## src/sv/incubator_climate_controller_assert.svh

```systemverilog
// Assertion macros shared by the controller modules.
// Each macro expects clk and rst_n in the scope where it is used.
`ifndef INCUBATOR_CLIMATE_CONTROLLER_ASSERT_SVH
`define INCUBATOR_CLIMATE_CONTROLLER_ASSERT_SVH

// The consequent must hold in the same cycle as the antecedent.
`define ICC_ASSERT_SAME(label, ante, cons, msg) \
    label: assert property (@(posedge clk) disable iff (!rst_n) (ante) |-> (cons)) \
        else $error(msg);

// The consequent must hold in the cycle after the antecedent.
`define ICC_ASSERT_NEXT(label, ante, cons, msg) \
    label: assert property (@(posedge clk) disable iff (!rst_n) (ante) |=> (cons)) \
        else $error(msg);

`endif

```

## src/sv/icc_pkg.sv

```systemverilog
`default_nettype none

package icc_pkg;

    localparam int TS_BITS          = 32;
    localparam int NOW_W            = 32;
    localparam int TEMP_W           = 11;
    localparam int HUMID_W          = 10;
    localparam int HOUR_W           = 5;
    localparam int MINUTE_W         = 6;
    localparam int MOD_W            = 11;
    localparam int SEC_W            = 16;
    localparam int MS_PER_SECOND    = 1000;
    localparam int MS_W             = SEC_W + 10;
    localparam int CMP_W            = (TS_BITS > MS_W) ? TS_BITS : MS_W;
    localparam int MINUTES_PER_HOUR = 60;
    localparam int CFG_INDEX_W      = 3;
    localparam int CFG_DATA_W       = 16;

    localparam logic signed [TEMP_W-1:0] TEMP_HIGH_RESET  = 11'sd380;
    localparam logic signed [TEMP_W-1:0] TEMP_LOW_RESET   = 11'sd370;
    localparam logic [HUMID_W-1:0]       HUMID_HIGH_RESET = 10'd600;
    localparam logic [HUMID_W-1:0]       HUMID_LOW_RESET  = 10'd500;
    localparam logic [MOD_W-1:0]         LAMP_START_RESET = 11'd360;
    localparam logic [MOD_W-1:0]         LAMP_STOP_RESET  = 11'd1080;
    localparam logic [SEC_W-1:0]         MOTOR_REST_RESET = 16'd3600;
    localparam logic [SEC_W-1:0]         MOTOR_RUN_RESET  = 16'd10;

    typedef enum logic [CFG_INDEX_W-1:0] {
        REG_TEMP_HIGH  = 3'd0,
        REG_TEMP_LOW   = 3'd1,
        REG_HUMID_HIGH = 3'd2,
        REG_HUMID_LOW  = 3'd3,
        REG_LAMP_START = 3'd4,
        REG_LAMP_STOP  = 3'd5,
        REG_MOTOR_REST = 3'd6,
        REG_MOTOR_RUN  = 3'd7
    } cfg_index_t;

    typedef struct packed {
        logic signed [TEMP_W-1:0] temp_high_limit;
        logic signed [TEMP_W-1:0] temp_low_limit;
        logic [HUMID_W-1:0]       humid_high_limit;
        logic [HUMID_W-1:0]       humid_low_limit;
        logic [MOD_W-1:0]         lamp_start_minute;
        logic [MOD_W-1:0]         lamp_stop_minute;
        logic [SEC_W-1:0]         motor_rest_seconds;
        logic [SEC_W-1:0]         motor_run_seconds;
    } cfg_t;

    typedef struct packed {
        logic [NOW_W-1:0]         now_ms;
        logic                     running;
        logic                     sample_ok;
        logic signed [TEMP_W-1:0] temperature;
        logic [HUMID_W-1:0]       humidity;
        logic [HOUR_W-1:0]        hour_of_day;
        logic [MINUTE_W-1:0]      minute_of_hour;
    } sample_t;

    typedef struct packed {
        logic heater_on;
        logic humidifier_on;
        logic lamp_on;
        logic motor_on;
    } result_t;

    // A window whose start is not below its stop wraps past midnight.
    function automatic logic in_window(
        input logic [MOD_W-1:0] now_min,
        input logic [MOD_W-1:0] on_min,
        input logic [MOD_W-1:0] off_min
    );
        logic hit;
        if (on_min < off_min)
        begin
            hit = (now_min >= on_min) && (now_min < off_min);
        end
        else
        begin
            hit = (now_min >= on_min) || (now_min < off_min);
        end
        return hit;
    endfunction

endpackage

`default_nettype wire

```

## src/sv/icc_channels.sv

```systemverilog
`default_nettype none

interface icc_sample_if;
    logic                             valid;
    logic                             ready;
    logic [icc_pkg::NOW_W-1:0]        now_ms;
    logic                             running;
    logic                             sample_ok;
    logic signed [icc_pkg::TEMP_W-1:0] temperature;
    logic [icc_pkg::HUMID_W-1:0]      humidity;
    logic [icc_pkg::HOUR_W-1:0]       hour_of_day;
    logic [icc_pkg::MINUTE_W-1:0]     minute_of_hour;

    modport source (
        output valid, now_ms, running, sample_ok, temperature, humidity,
               hour_of_day, minute_of_hour,
        input  ready
    );
    modport sink (
        input  valid, now_ms, running, sample_ok, temperature, humidity,
               hour_of_day, minute_of_hour,
        output ready
    );
endinterface

interface icc_drive_if;
    logic valid;
    logic ready;
    logic heater_on;
    logic humidifier_on;
    logic lamp_on;
    logic motor_on;

    modport source (
        output valid, heater_on, humidifier_on, lamp_on, motor_on,
        input  ready
    );
    modport sink (
        input  valid, heater_on, humidifier_on, lamp_on, motor_on,
        output ready
    );
endinterface

`default_nettype wire

```

## src/sv/icc_cfg_regs.sv

```systemverilog
`default_nettype none

module icc_cfg_regs (
    input  wire logic                               clk,
    input  wire logic                               rst_n,
    input  wire logic                               cfg_we,
    input  wire logic [icc_pkg::CFG_INDEX_W-1:0]    cfg_index,
    input  wire logic [icc_pkg::CFG_DATA_W-1:0]     cfg_data,
    output icc_pkg::cfg_t                           cfg
);

    icc_pkg::cfg_t cfg_reg;

    always_ff @(posedge clk or negedge rst_n)
    begin
        if (!rst_n)
        begin
            cfg_reg.temp_high_limit    <= icc_pkg::TEMP_HIGH_RESET;
            cfg_reg.temp_low_limit     <= icc_pkg::TEMP_LOW_RESET;
            cfg_reg.humid_high_limit   <= icc_pkg::HUMID_HIGH_RESET;
            cfg_reg.humid_low_limit    <= icc_pkg::HUMID_LOW_RESET;
            cfg_reg.lamp_start_minute  <= icc_pkg::LAMP_START_RESET;
            cfg_reg.lamp_stop_minute   <= icc_pkg::LAMP_STOP_RESET;
            cfg_reg.motor_rest_seconds <= icc_pkg::MOTOR_REST_RESET;
            cfg_reg.motor_run_seconds  <= icc_pkg::MOTOR_RUN_RESET;
        end
        else if (cfg_we)
        begin
            case (icc_pkg::cfg_index_t'(cfg_index))
                icc_pkg::REG_TEMP_HIGH:
                    cfg_reg.temp_high_limit <= $signed(cfg_data[icc_pkg::TEMP_W-1:0]);
                icc_pkg::REG_TEMP_LOW:
                    cfg_reg.temp_low_limit <= $signed(cfg_data[icc_pkg::TEMP_W-1:0]);
                icc_pkg::REG_HUMID_HIGH:
                    cfg_reg.humid_high_limit <= cfg_data[icc_pkg::HUMID_W-1:0];
                icc_pkg::REG_HUMID_LOW:
                    cfg_reg.humid_low_limit <= cfg_data[icc_pkg::HUMID_W-1:0];
                icc_pkg::REG_LAMP_START:
                    cfg_reg.lamp_start_minute <= cfg_data[icc_pkg::MOD_W-1:0];
                icc_pkg::REG_LAMP_STOP:
                    cfg_reg.lamp_stop_minute <= cfg_data[icc_pkg::MOD_W-1:0];
                icc_pkg::REG_MOTOR_REST:
                    cfg_reg.motor_rest_seconds <= cfg_data[icc_pkg::SEC_W-1:0];
                icc_pkg::REG_MOTOR_RUN:
                    cfg_reg.motor_run_seconds <= cfg_data[icc_pkg::SEC_W-1:0];
                default:
                    cfg_reg <= cfg_reg;
            endcase
        end
    end

    assign cfg = cfg_reg;

endmodule

`default_nettype wire

```

## src/sv/icc_core.sv

```systemverilog
`default_nettype none

`include "incubator_climate_controller_assert.svh"

module icc_core (
    input  wire logic              clk,
    input  wire logic              rst_n,
    input  wire icc_pkg::cfg_t     cfg,
    input  wire icc_pkg::sample_t  sample,
    input  wire logic              update,
    output icc_pkg::result_t       state_next
);

    icc_pkg::result_t              state_reg;
    logic [icc_pkg::TS_BITS-1:0]   rest_start_ms_reg;
    logic [icc_pkg::TS_BITS-1:0]   rest_start_ms_next;
    logic [icc_pkg::TS_BITS-1:0]   run_start_ms_reg;
    logic [icc_pkg::TS_BITS-1:0]   run_start_ms_next;

    logic [icc_pkg::TS_BITS-1:0]   now_ts;
    logic [icc_pkg::TS_BITS-1:0]   rest_elapsed;
    logic [icc_pkg::TS_BITS-1:0]   run_elapsed;
    logic [icc_pkg::MS_W-1:0]      rest_ms;
    logic [icc_pkg::MS_W-1:0]      run_ms;
    logic [icc_pkg::MOD_W-1:0]     minute_of_day;
    logic                          rest_done;
    logic                          run_done;
    logic                          motor_mid;

    assign now_ts  = icc_pkg::TS_BITS'(sample.now_ms);
    assign rest_ms = icc_pkg::MS_W'(cfg.motor_rest_seconds)
                   * icc_pkg::MS_W'(icc_pkg::MS_PER_SECOND);
    assign run_ms  = icc_pkg::MS_W'(cfg.motor_run_seconds)
                   * icc_pkg::MS_W'(icc_pkg::MS_PER_SECOND);

    assign minute_of_day = icc_pkg::MOD_W'(sample.hour_of_day)
                         * icc_pkg::MOD_W'(icc_pkg::MINUTES_PER_HOUR)
                         + icc_pkg::MOD_W'(sample.minute_of_hour);

    assign rest_elapsed = now_ts - rest_start_ms_reg;

    // The rest period is checked first, so a run that starts in this item
    // measures its elapsed time from the new start.
    always_comb
    begin
        rest_done = !state_reg.motor_on &&
            (icc_pkg::CMP_W'(rest_elapsed) >= icc_pkg::CMP_W'(rest_ms));
        motor_mid         = state_reg.motor_on || rest_done;
        run_start_ms_next = rest_done ? now_ts : run_start_ms_reg;
        run_elapsed       = now_ts - run_start_ms_next;
        run_done          = motor_mid &&
            (icc_pkg::CMP_W'(run_elapsed) >= icc_pkg::CMP_W'(run_ms));
        rest_start_ms_next = run_done ? now_ts : rest_start_ms_reg;
    end

    always_comb
    begin
        state_next = state_reg;
        if (sample.running)
        begin
            if (sample.sample_ok)
            begin
                if (sample.temperature > cfg.temp_high_limit)
                begin
                    state_next.heater_on = 1'b0;
                end
                else if (sample.temperature < cfg.temp_low_limit)
                begin
                    state_next.heater_on = 1'b1;
                end
                if (sample.humidity > cfg.humid_high_limit)
                begin
                    state_next.humidifier_on = 1'b0;
                end
                else if (sample.humidity < cfg.humid_low_limit)
                begin
                    state_next.humidifier_on = 1'b1;
                end
            end
            state_next.lamp_on = icc_pkg::in_window(minute_of_day,
                cfg.lamp_start_minute, cfg.lamp_stop_minute);
            state_next.motor_on = motor_mid && !run_done;
        end
    end

    always_ff @(posedge clk or negedge rst_n)
    begin
        if (!rst_n)
        begin
            state_reg         <= '0;
            rest_start_ms_reg <= '0;
            run_start_ms_reg  <= '0;
        end
        else if (update)
        begin
            state_reg <= state_next;
            if (sample.running)
            begin
                rest_start_ms_reg <= rest_start_ms_next;
                run_start_ms_reg  <= run_start_ms_next;
            end
        end
    end

    `ICC_ASSERT_NEXT(a_idle_holds_state, update && !sample.running,
        $stable(state_reg), "drive states changed while not running")
    `ICC_ASSERT_NEXT(a_run_start_stamp,
        update && !state_reg.motor_on && state_next.motor_on,
        run_start_ms_reg == $past(now_ts), "motor run start not stamped")
    `ICC_ASSERT_SAME(a_heater_over_limit,
        sample.running && sample.sample_ok && (sample.temperature > cfg.temp_high_limit),
        !state_next.heater_on, "heater on above high limit")

endmodule

`default_nettype wire

```

## src/sv/incubator_climate_controller.sv

```systemverilog
// Incubator climate controller.
// Sample items arrive on the sample channel and each one produces exactly one
// item on the drive channel with the heater, humidifier, lamp and motor drives.
// Both channels use valid and ready; an item moves at a clock edge where both
// are high. The user must write the eight limit registers (cfg_we, cfg_index,
// cfg_data) only while no item is in flight; the block does not enforce it.
// An accepted item is held in an input register, where the hysteresis, lamp
// window and motor timer logic updates the held drive state, and its result
// is then loaded into the output register. While the drive channel does not
// stall, one item per cycle is taken; the state update between the two
// registers is combinational.
// When the drive channel stalls, the result waits in the output register, the
// input register still takes one more item, and the sample channel drops
// ready only when both registers are full.
// Reset clears the valid flags of both registers and all drive states and
// timer stamps, and loads the limit registers with their default values.
`default_nettype none

`include "incubator_climate_controller_assert.svh"

module incubator_climate_controller (
    input  wire logic                            clk,
    input  wire logic                            rst_n,
    icc_sample_if.sink                           sample,
    icc_drive_if.source                          drive,
    input  wire logic                            cfg_we,
    input  wire logic [icc_pkg::CFG_INDEX_W-1:0] cfg_index,
    input  wire logic [icc_pkg::CFG_DATA_W-1:0]  cfg_data
);

    icc_pkg::cfg_t    cfg;
    icc_pkg::sample_t sample_reg;
    logic             sample_valid_reg;
    icc_pkg::result_t result_reg;
    icc_pkg::result_t result_next;
    logic             result_valid_reg;
    logic             advance;

    icc_cfg_regs u_cfg_regs (
        .clk       (clk),
        .rst_n     (rst_n),
        .cfg_we    (cfg_we),
        .cfg_index (cfg_index),
        .cfg_data  (cfg_data),
        .cfg       (cfg)
    );

    icc_core u_core (
        .clk        (clk),
        .rst_n      (rst_n),
        .cfg        (cfg),
        .sample     (sample_reg),
        .update     (advance),
        .state_next (result_next)
    );

    assign advance      = sample_valid_reg && (!result_valid_reg || drive.ready);
    assign sample.ready = !sample_valid_reg || advance;

    always_ff @(posedge clk or negedge rst_n)
    begin
        if (!rst_n)
        begin
            sample_valid_reg <= 1'b0;
            result_valid_reg <= 1'b0;
        end
        else
        begin
            if (sample.ready)
            begin
                sample_valid_reg <= sample.valid;
            end
            if (advance)
            begin
                result_valid_reg <= 1'b1;
            end
            else if (drive.ready)
            begin
                result_valid_reg <= 1'b0;
            end
        end
    end

    always_ff @(posedge clk)
    begin
        if (sample.ready && sample.valid)
        begin
            sample_reg.now_ms         <= sample.now_ms;
            sample_reg.running        <= sample.running;
            sample_reg.sample_ok      <= sample.sample_ok;
            sample_reg.temperature    <= sample.temperature;
            sample_reg.humidity       <= sample.humidity;
            sample_reg.hour_of_day    <= sample.hour_of_day;
            sample_reg.minute_of_hour <= sample.minute_of_hour;
        end
        if (advance)
        begin
            result_reg <= result_next;
        end
    end

    assign drive.valid         = result_valid_reg;
    assign drive.heater_on     = result_reg.heater_on;
    assign drive.humidifier_on = result_reg.humidifier_on;
    assign drive.lamp_on       = result_reg.lamp_on;
    assign drive.motor_on      = result_reg.motor_on;

    `ICC_ASSERT_NEXT(a_input_item_held, sample_valid_reg && !advance,
        sample_valid_reg, "held input item was lost")
    `ICC_ASSERT_NEXT(a_result_loaded, advance, result_valid_reg,
        "processed item produced no result")
    `ICC_ASSERT_SAME(a_no_overwrite, sample_valid_reg && result_valid_reg && !drive.ready,
        !advance, "pending result would be overwritten")

endmodule

`default_nettype wire
```

## src/flat_wrapper.sv

```systemverilog
// flat-port wrapper written by rule: the top's interface ports become plain ports
module incubator_climate_controller_flat 
  (clk, rst_n, cfg_we, cfg_index, cfg_data, sample_valid, sample_now_ms, sample_running, sample_sample_ok, sample_temperature, sample_humidity, sample_hour_of_day, sample_minute_of_hour, sample_ready, drive_valid, drive_heater_on, drive_humidifier_on, drive_lamp_on, drive_motor_on, drive_ready);
  icc_sample_if sample_i ();
  icc_drive_if drive_i ();
  input  wire logic clk;
  input  wire logic rst_n;
  input  wire logic cfg_we;
  input  wire logic [icc_pkg::CFG_INDEX_W-1:0] cfg_index;
  input  wire logic [icc_pkg::CFG_DATA_W-1:0] cfg_data;
  input wire logic [$bits(sample_i.valid)-1:0] sample_valid;
  input wire logic [$bits(sample_i.now_ms)-1:0] sample_now_ms;
  input wire logic [$bits(sample_i.running)-1:0] sample_running;
  input wire logic [$bits(sample_i.sample_ok)-1:0] sample_sample_ok;
  input wire logic [$bits(sample_i.temperature)-1:0] sample_temperature;
  input wire logic [$bits(sample_i.humidity)-1:0] sample_humidity;
  input wire logic [$bits(sample_i.hour_of_day)-1:0] sample_hour_of_day;
  input wire logic [$bits(sample_i.minute_of_hour)-1:0] sample_minute_of_hour;
  output wire logic [$bits(sample_i.ready)-1:0] sample_ready;
  output wire logic [$bits(drive_i.valid)-1:0] drive_valid;
  output wire logic [$bits(drive_i.heater_on)-1:0] drive_heater_on;
  output wire logic [$bits(drive_i.humidifier_on)-1:0] drive_humidifier_on;
  output wire logic [$bits(drive_i.lamp_on)-1:0] drive_lamp_on;
  output wire logic [$bits(drive_i.motor_on)-1:0] drive_motor_on;
  input wire logic [$bits(drive_i.ready)-1:0] drive_ready;
  assign sample_i.valid = sample_valid;
  assign sample_i.now_ms = sample_now_ms;
  assign sample_i.running = sample_running;
  assign sample_i.sample_ok = sample_sample_ok;
  assign sample_i.temperature = sample_temperature;
  assign sample_i.humidity = sample_humidity;
  assign sample_i.hour_of_day = sample_hour_of_day;
  assign sample_i.minute_of_hour = sample_minute_of_hour;
  assign sample_ready = sample_i.ready;
  assign drive_valid = drive_i.valid;
  assign drive_heater_on = drive_i.heater_on;
  assign drive_humidifier_on = drive_i.humidifier_on;
  assign drive_lamp_on = drive_i.lamp_on;
  assign drive_motor_on = drive_i.motor_on;
  assign drive_i.ready = drive_ready;
  incubator_climate_controller u_core (.clk(clk), .rst_n(rst_n), .sample(sample_i), .drive(drive_i), .cfg_we(cfg_we), .cfg_index(cfg_index), .cfg_data(cfg_data));
endmodule
```

## config.mk

```make
export PLATFORM = sky130hd
export DESIGN_NAME = incubator_climate_controller_flat
export DESIGN_NICKNAME = d
export VERILOG_FILES = /design/src/sv/icc_pkg.sv /design/src/sv/icc_channels.sv /design/src/sv/icc_cfg_regs.sv /design/src/sv/icc_core.sv /design/src/sv/incubator_climate_controller.sv /design/src/flat_wrapper.sv
export VERILOG_INCLUDE_DIRS = /design/src /design/src/sv
export SDC_FILE = /design/constraint.sdc
export NUM_CORES = 1
export LEC_CHECK = 0
export ABC_AREA = 1
export BUFFER_PORTS_ARGS = -buffer_cell sky130_fd_sc_hd__buf_2
export CORE_UTILIZATION = 45
export DETAILED_ROUTE_END_ITERATION = 10
export GPL_TIMING_DRIVEN = 0
export REMOVE_ABC_BUFFERS = 1
export SYNTH_ARGS = -nofsm -noshare
export SYNTH_HDL_FRONTEND = slang
export SYNTH_SLANG_ARGS = --single-unit
```

## constraint.sdc

```tcl
create_clock -name clk -period 8.25 [get_ports clk]
set_input_delay 0.4125 -clock clk [delete_from_list [all_inputs] [get_ports clk]]
set_output_delay 0.4125 -clock clk [all_outputs]
set_load 0.02 [all_outputs]
```

==> reports/results.ini <==
[outcome]
outcome = finished with violations
violations = negative setup slack

[synthesis]
avgSynthCellArea_um2 = 8.503
yosys-top-cells-count = 494 x nand2_1, 430 x inv_1, 300 x ha_1
synthArstFlopShare_pct = 70.34
ys_types = 54
synthTopCellsByArea = ha_1 18%, dfrtp_1 16%, fa_1 11%, edfxtp_1 10%, nand2_1 8.8%
synthesis.instances = 2471
synth-warning-count = 0
synthFlopType = dfrtp_1
ys_ff_latch = 236
netlist_area_um2 = 21010
yosys.area.top_type = ha_1
synth.top_cell.area_share_pct = 17.86
synth.most_common_cell = nand2_1
synth_edf_count = 70
seq_area_frac_synth_pct = 29.98

[final_layout]
final_cells = 3318
antenna_cells = 0
multi_input_area_um2 = 13800
final_area_um2 = 25100
post-route-util_pct = 54.96
largest_reg_flops = 96
nets = 3202
area_delta_synth_final_pct = 19.47
register_area_um2 = 6307
nFillCells = 4181
drive_gt1_share_pct = 17.33

[die]
rows = 78
start_util_pct = 46.00
die_w_um = 218.1
die_h_um = 218.1
dieArea_um2 = 47560
coreArea_um2 = 45670
io_pins = 96

[critical_path]
worst_ep_arrival_time_ns = 9.66
worstPathBufferInverterCount = 6
cp_top_family = adder cells
endpoint_kind = register
criticalPathCategory = register to register
worstPathMaxFanout = 8
cpMostUsedCell = nand2_2
cp-start-kind = register
crit_slowest_cell = dfstp_2
crit_required_ns = 8.75
critical-path-max-stage-delay_ns = 0.56

[sta]
grt_setup_unrepaired = yes
finalSetupViolations = 34
period_minus_slack_ns = 9.155
finClkSkew_ns = 0.01642
setup_ws_ns = -0.9054
whs_ns = 0.02618
finalHoldViolations = 0
worst_pin_slew_ns = 1.356
slew_headroom_pct = 9.489
slew_violations = 0
fin_crit_sh_pct = 111.0
max_freq_mhz = 109.2

[drt]
wl_per_cell_um = 16.27
vias = 16836
drc = 0
post_drt_via_cell_ratio = 5.074
drt_iter0_markers = 943
drtPass1Iterations = 5
wl_um = 53990
ant_nets = 0

[run]
drv_cap = 0

[grt]
grt_antenna_before_repair = 2
track_usage_pct = 23.20
grt_pass1_vias = 16995
grt-ovfl-total = 0
grt_max_degree = 102
grt_pass1_wl_um = 87400

[min_path]
hold_path.class = input pin to register

[cts]
cts_buffers = 30
clk_latency_ns = 0.59
htree_levels = 1
cts_tree = yes
cts.sinks = 236
ctsLongestPathBuffers = 3
cts-root-buf = clkbuf_16
clk_pin_slew_ns = 0.06

[placement]
place_inst = 3133
placed_cell_area_um2 = 22130
numPortBuffers = 95
place_hpwl_um = 40200
gp_congestion = 0.8925

[per-stage QoR]
step	worst slack [ns]	TNS (ns)
after CTS	-0.9208	-29.87
final	-0.9054	-29.42
after floorplan	-1.098	-36.04
after global placement	-2.787	-92.77
after global routing	-1.324	-43.48
after detailed placement	-2.921	-97.06
[worst paths after layout]
path                                                 start                                 end  slack [ns]  cells after the start
worst max-delay path             u_core.u_cfg_regs.cfg[20]  u_core.u_core.rest_start_ms_reg[8]       -0.91                     53
worst min-delay path                      sample_now_ms[3]               u_core.sample_reg[37]        0.03                      1
worst max register to register   u_core.u_cfg_regs.cfg[20]  u_core.u_core.rest_start_ms_reg[8]       -0.91                     53
worst min register to register  u_core.u_core.state_reg[2]          u_core.u_core.state_reg[2]        0.48                      2
max in group asynchronous                            rst_n           u_core.u_cfg_regs.cfg[19]        6.89                      3
min in group asynchronous                            rst_n  u_core.u_core.run_start_ms_reg[27]        0.40                      2
[layer usage]
layer / global-route usage (%) / share of wire [%]
met2: 38.85 / 47
met5: 0 / 0
met4: 7.016 / 2.8
met1: 31.51 / 46
met3: 2.399 / 3.9
[layout by cell type, fill, tap and decap left out, drive strengths merged, types with 21 or more instances in the layout]
cell type	netlist	layout
dfstp	35	35
edfxtp	70	70
inv	431	432
clkbuf	24	47
dlygate4sd3	0	55
xor2	61	61
nand2	518	529
ha	300	300
nor2	152	152
buf	13	162
a31oi	21	21
xnor2	40	40
o21ai	196	196
nand3	52	52
fa	118	118
dfrtp	131	131
a21oi	195	195
[timing repair]
item | 4_1_cts | 5_1_grt
cloned | 11 | 1
setup buffers | 46 | 17
setup endpoints to repair | 34 | 34
gates resized for setup | 124 | 78
pin swaps | 78 | 61
endpoints found under the hold margin | 104 | 0
hold buffers | 55 | 0
[cell type report]
| class | instances | share of cell area [%] |
|---|---|---|
| flip-flops and latches | 236 | 25.13 |
| clock buffers | 47 | 3.489 |
| inverters | 432 | 6.524 |
| clock inverters | 9 | 0.4386 |
| repair buffers | 217 | 6.465 |
| multi-input cells | 1777 | 54.97 |
| well taps | 600 | 2.991 |
[cell families (layout without fill, tap and decap cells)]
| logic type | Yosys count | after routing | synth area share, % |
|---|---|---|---|
| compound gates | 467 | 467 | 12.56 |
| xor+xnor | 101 | 101 | 4.210 |
| fa+ha+maj | 418 | 418 | 29.11 |
| buf+inv | 469 | 705 | 8.682 |
| flops | 236 | 236 | 29.98 |
| mux | 3 | 3 | 0.1608 |
| simple gates | 777 | 788 | 15.29 |
Power is left out: the tool's default activity adds up to more than one toggle a clock period on the data nets, which glitch-free logic cannot reach.
